### config.mk
export PLATFORM = sky130hd
export DESIGN_NAME = binary_heap_priority_queue
export DESIGN_NICKNAME = d
export VERILOG_FILES = /design/src/sv/bhpq_pkg.sv /design/src/sv/binary_heap_priority_queue.sv /design/src/sv/bhpq_cell.sv
export SDC_FILE = /design/constraint.sdc
export NUM_CORES = 2
export LEC_CHECK = 0
export ABC_AREA = 1
export BUFFER_PORTS_ARGS = -buffer_cell sky130_fd_sc_hd__buf_4
export CAP_MARGIN = 20
export CORE_MARGIN = 2
export CORE_UTILIZATION = 55
export DETAILED_ROUTE_END_ITERATION = 7
export PLACE_DENSITY = 0.74
export SLEW_MARGIN = 20
export SYNTH_ARGS = -nofsm -noshare
export SYNTH_HDL_FRONTEND = slang
export SYNTH_SLANG_ARGS = --single-unit
### constraint.sdc
create_clock -name clock -period 5.6 [get_ports clock]
set_input_delay 1.12 -clock clock [delete_from_list [all_inputs] [get_ports clock]]
set_output_delay 1.12 -clock clock [all_outputs]
set_load 0.02 [all_outputs]
### src/sv/bhpq_pkg.sv
// ----------------------------------------------------------------------------
// bhpq_pkg
// Shared sizes, codes and types of the priority queue.
// ----------------------------------------------------------------------------
package bhpq_pkg;

   localparam int CAPACITY   = 16;
   localparam int VALUE_W    = 32;
   localparam int COUNT_W    = $clog2(CAPACITY + 1);
   localparam int RSP_DATA_W = ((VALUE_W + COUNT_W + 7) / 8) * 8;

   typedef logic signed [VALUE_W-1:0] value_type;
   typedef logic [COUNT_W-1:0]        count_type;

   typedef enum logic {
      OP_INSERT = 1'b0,
      OP_REMOVE = 1'b1
   } opcode_type;

   typedef enum logic [1:0] {
      ST_DONE  = 2'd0,
      ST_EMPTY = 2'd1,
      ST_FULL  = 2'd2
   } status_type;

   typedef enum logic {
      MODE_MAX = 1'b0,
      MODE_MIN = 1'b1
   } order_type;

   // Command broadcast to every cell of the chain.
   typedef struct packed {
      logic      insert;
      logic      remove;
      order_type mode;
      value_type value;
   } cell_cmd_type;

   // Contents of one cell.
   typedef struct packed {
      logic      valid;
      value_type value;
   } slot_type;

endpackage

### src/sv/binary_heap_priority_queue.sv
// A result appears in the cycle after its request transfer.
// Throughput: one request per cycle while results are taken; every cell of the
// chain settles its next content combinationally, which sets this rate.
// A stalled result holds off the next request until it is taken.
// Reset (synchronous, active high) empties the queue and selects max-on-top.
// ----------------------------------------------------------------------------
// binary_heap_priority_queue
// Bounded priority queue of signed values, kept sorted in a chain of cells.
// ----------------------------------------------------------------------------
// The elements sit in a row of cells ordered from the top (cell 0) down. On an
// insert the new value is broadcast to all cells; each cell compares it with
// what it holds, and the cells below the insertion point take the element of
// their upper neighbor, so the row stays sorted. On a remove every cell takes
// the element of its lower neighbor. The top is therefore always in cell 0,
// which is what a heap would report for the same sequence of operations.
//
// An insert into a full queue and a remove from an empty one leave the cells
// untouched and report their status. The order register is only honored while
// the queue is empty, so the row never needs to be reordered.
module binary_heap_priority_queue (
   input  logic                                clock,
   input  logic                                reset,
   // Request channel.
   input  logic                                req_tvalid,
   output logic                                req_tready,
   input  logic [bhpq_pkg::VALUE_W-1:0]        req_tdata,   // [31:0] value
   input  logic                                req_tuser,   // [0] opcode
   // Response channel.
   output logic                                rsp_tvalid,
   input  logic                                rsp_tready,
   output logic [bhpq_pkg::RSP_DATA_W-1:0]     rsp_tdata,   // [31:0] top_value,
                                                            // [36:32] count, rest zero
   output logic [1:0]                          rsp_tuser,   // [1:0] status
   // Configuration register: order_mode.
   input  logic                                csr_wr_en,
   input  logic                                csr_wr_data
);

   localparam int CAP = bhpq_pkg::CAPACITY;

   bhpq_pkg::order_type    mode_ff;
   bhpq_pkg::count_type    count_ff, count_in;
   logic                   rsp_valid_ff;
   bhpq_pkg::value_type    rsp_top_ff, rsp_top_in;
   bhpq_pkg::count_type    rsp_count_ff;
   bhpq_pkg::status_type   rsp_status_ff, status_in;

   logic                   accept;
   logic                   is_full, is_empty;
   bhpq_pkg::cell_cmd_type cmd;

   bhpq_pkg::slot_type     slot      [CAP];
   bhpq_pkg::slot_type     slot_next [CAP];
   logic                   take      [CAP];

   // A request is taken whenever the result register is free or being emptied.
   assign req_tready = !rsp_valid_ff || rsp_tready;
   assign accept     = req_tvalid && req_tready;

   assign is_full  = (count_ff == bhpq_pkg::COUNT_W'(CAP));
   assign is_empty = (count_ff == '0);

   // Rejected operations never reach the cells.
   assign cmd.insert = accept && (req_tuser == bhpq_pkg::OP_INSERT) && !is_full;
   assign cmd.remove = accept && (req_tuser == bhpq_pkg::OP_REMOVE) && !is_empty;
   assign cmd.mode   = mode_ff;
   assign cmd.value  = bhpq_pkg::value_type'(req_tdata);

   for (genvar g = 0; g < CAP; g++) begin : g_cell
      bhpq_pkg::slot_type prev_slot, next_slot;
      logic               prev_take;

      if (g == 0) begin : g_head
         assign prev_slot = '0;
         assign prev_take = 1'b0;
      end else begin : g_mid
         assign prev_slot = slot[g-1];
         assign prev_take = take[g-1];
      end

      if (g == CAP - 1) begin : g_tail
         assign next_slot = '0;
      end else begin : g_body
         assign next_slot = slot[g+1];
      end

      bhpq_cell u_cell (
         .clock     (clock),
         .reset     (reset),
         .cmd       (cmd),
         .prev_slot (prev_slot),
         .prev_take (prev_take),
         .next_slot (next_slot),
         .slot      (slot[g]),
         .take      (take[g]),
         .slot_next (slot_next[g])
      );
   end

   always_comb begin
      count_in  = count_ff;
      status_in = bhpq_pkg::ST_DONE;
      if (req_tuser == bhpq_pkg::OP_INSERT) begin
         if (is_full) begin
            status_in = bhpq_pkg::ST_FULL;
         end else begin
            count_in = count_ff + 1'b1;
         end
      end else begin
         if (is_empty) begin
            status_in = bhpq_pkg::ST_EMPTY;
         end else begin
            count_in = count_ff - 1'b1;
         end
      end
   end

   // The top after this step is what cell 0 is about to hold; zero when empty.
   assign rsp_top_in = slot_next[0].valid ? slot_next[0].value : '0;

   always_ff @(posedge clock) begin
      if (reset) begin
         mode_ff      <= bhpq_pkg::MODE_MAX;
         count_ff     <= '0;
         rsp_valid_ff <= 1'b0;
      end else begin
         // Mode changes are only accepted on an empty queue.
         if (csr_wr_en && is_empty) begin
            mode_ff <= bhpq_pkg::order_type'(csr_wr_data);
         end
         if (accept) begin
            count_ff     <= count_in;
            rsp_valid_ff <= 1'b1;
         end else if (rsp_tready) begin
            rsp_valid_ff <= 1'b0;
         end
      end
      if (accept) begin
         rsp_top_ff    <= rsp_top_in;
         rsp_count_ff  <= count_in;
         rsp_status_ff <= status_in;
      end
   end

   assign rsp_tvalid = rsp_valid_ff;
   assign rsp_tdata  = bhpq_pkg::RSP_DATA_W'({rsp_count_ff, rsp_top_ff});
   assign rsp_tuser  = rsp_status_ff;

endmodule

### src/sv/bhpq_cell.sv
// ----------------------------------------------------------------------------
// bhpq_cell
// One slot of the sorted chain: keeps one element and trades with neighbors.
// ----------------------------------------------------------------------------
module bhpq_cell (
   input  logic                    clock,
   input  logic                    reset,
   input  bhpq_pkg::cell_cmd_type  cmd,
   input  bhpq_pkg::slot_type      prev_slot,   // neighbor closer to the top
   input  logic                    prev_take,   // that neighbor is empty or is beaten by the new value
   input  bhpq_pkg::slot_type      next_slot,   // neighbor farther from the top
   output bhpq_pkg::slot_type      slot,
   output logic                    take,
   output bhpq_pkg::slot_type      slot_next
);

   logic                valid_ff, valid_in;
   bhpq_pkg::value_type value_ff, value_in;
   logic                beats;

   // The new value ranks strictly above the one held here.
   assign beats = (cmd.mode == bhpq_pkg::MODE_MIN) ? (cmd.value < value_ff)
                                                   : (cmd.value > value_ff);
   assign take  = !valid_ff || beats;

   always_comb begin
      valid_in = valid_ff;
      value_in = value_ff;
      if (cmd.insert) begin
         if (prev_take) begin
            // The element above moves down to make room.
            valid_in = prev_slot.valid;
            value_in = prev_slot.value;
         end else if (take) begin
            valid_in = 1'b1;
            value_in = cmd.value;
         end
      end else if (cmd.remove) begin
         valid_in = next_slot.valid;
         value_in = next_slot.value;
      end
   end

   always_ff @(posedge clock) begin
      if (reset) begin
         valid_ff <= 1'b0;
      end else begin
         valid_ff <= valid_in;
      end
      value_ff <= value_in;
   end

   assign slot.valid      = valid_ff;
   assign slot.value      = value_ff;
   assign slot_next.valid = valid_in;
   assign slot_next.value = value_in;

endmodule

==> results.json <==
{
  "yosys_warnings": 0,
  "period_share_pct": 76.5,
  "cts.clk_slew.worst_paths_ns": 0.06,
  "clkLatencyLatePin_ns": 0.62,
  "syn_to_final_growth_pct": 8.08,
  "power.density_nw_per_um2": 293,
  "fin_setup_tns_ns": 0,
  "h-tree-depth": 3,
  "reg2reg_depth": 14,
  "cts.path.max_buffers": 3,
  "min-delay-start": "g_cell[15].u_cell.valid_ff",
  "grt_antenna_before_repair": 1,
  "post-route-min-period_ns": 4.29,
  "cap_violations": 0,
  "min_path_type": "reg -> reg",
  "n_antenna_cell": 0,
  "cts_made_buffers": 69,
  "numPortBuffers": 79,
  "drive_gt1_share_pct": 5.69,
  "rows": 102,
  "rsz0062_at_grt": "no",
  "leakage_uw": 0.0212,
  "end_kind": "flop",
  "fin_ws_ns": 1.31,
  "firstDrtPassIters": 6,
  "fillers": 6929,
  "skew_ns": 0.0253,
  "drv_slew": 0,
  "cp_slowest_cell": "a21oi_4",
  "cp.arrival_ns": 4.52,
  "min_delay_worst_endpoint": "g_cell[15].u_cell.valid_ff",
  "syn_inst": 5464,
  "grt_pass1_wl_mm": 183,
  "cts_tree": "yes",
  "tightest_slew_ns": 1.10,
  "avgSynthCellArea_um2": 7.81,
  "setup_violations": 0,
  "reg2reg_to": "g_cell[10].u_cell.value_ff[2]",
  "critPathKind": "in -> reg",
  "place_hpwl_mm": 84.6,
  "die_w_um": 283,
  "r2r-start": "g_cell[10].u_cell.value_ff[31]",
  "place_ws_ns": 0.784,
  "postCtsSetupRepairBufs": 0,
  "min_path_cells": 2,
  "wire_per_inst_um": 17.5,
  "gp_congestion": 0.900,
  "grt.total_usage_pct": 28.4,
  "drc_errors": 0,
  "crit_fanout": 35,
  "synth.cell_area_um2": 42700,
  "crit_chain": "buf_4, ha_1, nand2_1, nor2_1, nand4_1, nor3_2, nand2_1, nand2_1, nand2_1, a21oi_1, nor2_4, inv_2, nor2_1, a21oi_4",
  "nets": 5954,
  "initialDrtViolationCount": 3651,
  "vias": 37000,
  "grt_max_degree": 223,
  "r2r_setup_slack_ns": 1.71,
  "vias_per_cell": 5.69,
  "grt_pass1_vias": 34800,
  "synth_cell_type_count": 46,
  "cp-start-kind": "primary input",
  "cp_common_cell": "nand2_1",
  "yosysSeqAreaShare_pct": 39.1,
  "clock-sinks": 574,
  "dieHeight_um": 283,
  "ff_latch_area_um2": 16700,
  "status": "finished, final reports clean",
  "required_ns": 5.83,
  "cts_resized": 0,
  "grt-ovfl-total": 0,
  "root_buffer": "clkbuf_16",
  "ir_drop_mv": 0.192,
  "synth-seq-cells": 574,
  "slew-limit-headroom_pct": 26.3,
  "fmax_mhz": 233,
  "hold_buffers": 0,
  "antenna_left": 0,
  "multiInputGateArea_um2": 22200,
  "core-area_um2": 77100,
  "dieArea_um2": 79800,
  "io_pins": 83,
  "hold_viol_final": 0,
  "crit_path_max_incr_delay_ns": 0.93,
  "start_util_pct": 55.4,
  "wl_mm": 114
}
worst max-delay path, delay by kind of cell:
kind            cells  cell delay, ns
buf+inv             2            0.31
fa+ha+maj           1            0.49
simple gates        9            1.41
compound gates      2            1.16
flip-flops by register name, indices dropped and copies added (netlist names):
signal and count:
g_cell.u_cell.value_ff 512, rsp_top_ff 32, g_cell.u_cell.valid_ff 16, count_ff 5
rsp_count_ff 5, rsp_tuser 2, mode_ff 1, rsp_tvalid 1
through the flow:
stage | instances | hold slack (ns) | instance area, um^2 | power (uW) | util, %
after detailed placement | 6368 | 0.471 | 44000 | 9210 | 57.1
after global routing | 6492 | 0.525 | 46100 | 14200 | 59.8
final | 6492 | 0.478 | 46100 | 13500 | 59.8
after global placement | 6367 | 0.455 | 44000 | 9060 | 57.0
after floorplan | 5466 | 0.439 | 42700 | 8180 | -
after CTS | 6490 | 0.480 | 46100 | 13500 | 59.8
routing by layer:
metal	track usage, %	up-vias	part of all wire [%]
met1	40.3	17100	45
li1	-	18300	-
met5	0	-	0
met3	2.75	192	6.8
met4	9.32	0	3.3
met2	45.7	1340	45
Yosys cell counts, drive strengths merged:
master  number  area (um^2)
or3          1         6.26
a41oi        2         17.5
nor2       161          729
nor4         5         50.1
a21o        11         82.6
mux2i        3         30.0
conb         1         3.75
dfxtp       55         1100
nand2     1486         5580
o21bai      11         82.6
buf        151          822
xor2         3         26.3
xnor2        1         8.76
edfxtp     519        15600
nand3      549         2760
a21oi      374         1870
o21ai      600         3000
ha         514         6430
o211ai      33          398
a211oi       1         7.51
nor3        15         80.1
clkbuf     123          462
nor3b        5         52.6
inv        729         2740
a31oi        4         25.0
and3         3         18.8
or3b         1         8.76
o21a        31          233
nand4       66          413
nand3b       2         15.0
o22ai        2         12.5
a21boi       2         15.0
cell type report:
| cell class | count | area share, % |
|---|---|---|
| clock buffers | 109 | 4.34 |
| clock inverters | 13 | 0.174 |
| inverters | 729 | 5.93 |
| multi-input cells | 3889 | 48.0 |
| flip-flops and latches | 574 | 36.2 |
| well taps | 1040 | 2.82 |
| repair buffers | 138 | 2.51 |
cell families after synthesis:
kind of cell	Yosys count	synth area share (%)
adder cells (fa/ha/maj)	514	15.1
buffers and inverters	1003	9.42
AO/OA/AOI/OAI	1071	13.5
other	1	0.00879
XOR/XNOR	4	0.0821
AND/OR/NAND/NOR	2294	22.8
multiplexers	3	0.0704
flip-flops	574	39.1
where the power goes:
group	total, uW	switching (uW)	internal, uW	leakage (uW)
clock network	4290	1810	2490	0.00101
logic	3750	2550	1190	0.0147
registers	5450	134	5320	0.00546
placed cells by master (no fill, tap or decap), drive strengths merged, types with 12 or more instances in the layout:
cell type	n
a21oi	374
buf	138
clkbuf	109
clkinv	12
dfxtp	55
edfxtp	519
ha	514
inv	729
nand2	1486
nand3	549
nand4	66
nor2	161
nor3	15
o211ai	33
o21a	31
o21ai	600
worst max path at each step:
stage / endpoint / start
6_report: g_cell[10].u_cell.value_ff[2] / req_tdata[31]
5_1_grt: rsp_top_ff[1] / req_tdata[15]
4_1_cts: g_cell[10].u_cell.value_ff[2] / req_tdata[31]
3_5_place_dp: g_cell[10].u_cell.value_ff[6] / req_tdata[31]
3_3_place_gp: g_cell[10].u_cell.value_ff[5] / req_tdata[31]
2_1_floorplan: g_cell[4].u_cell.value_ff[0] / req_tdata[0]
Note: power is estimated with default switching activity, not from simulation.
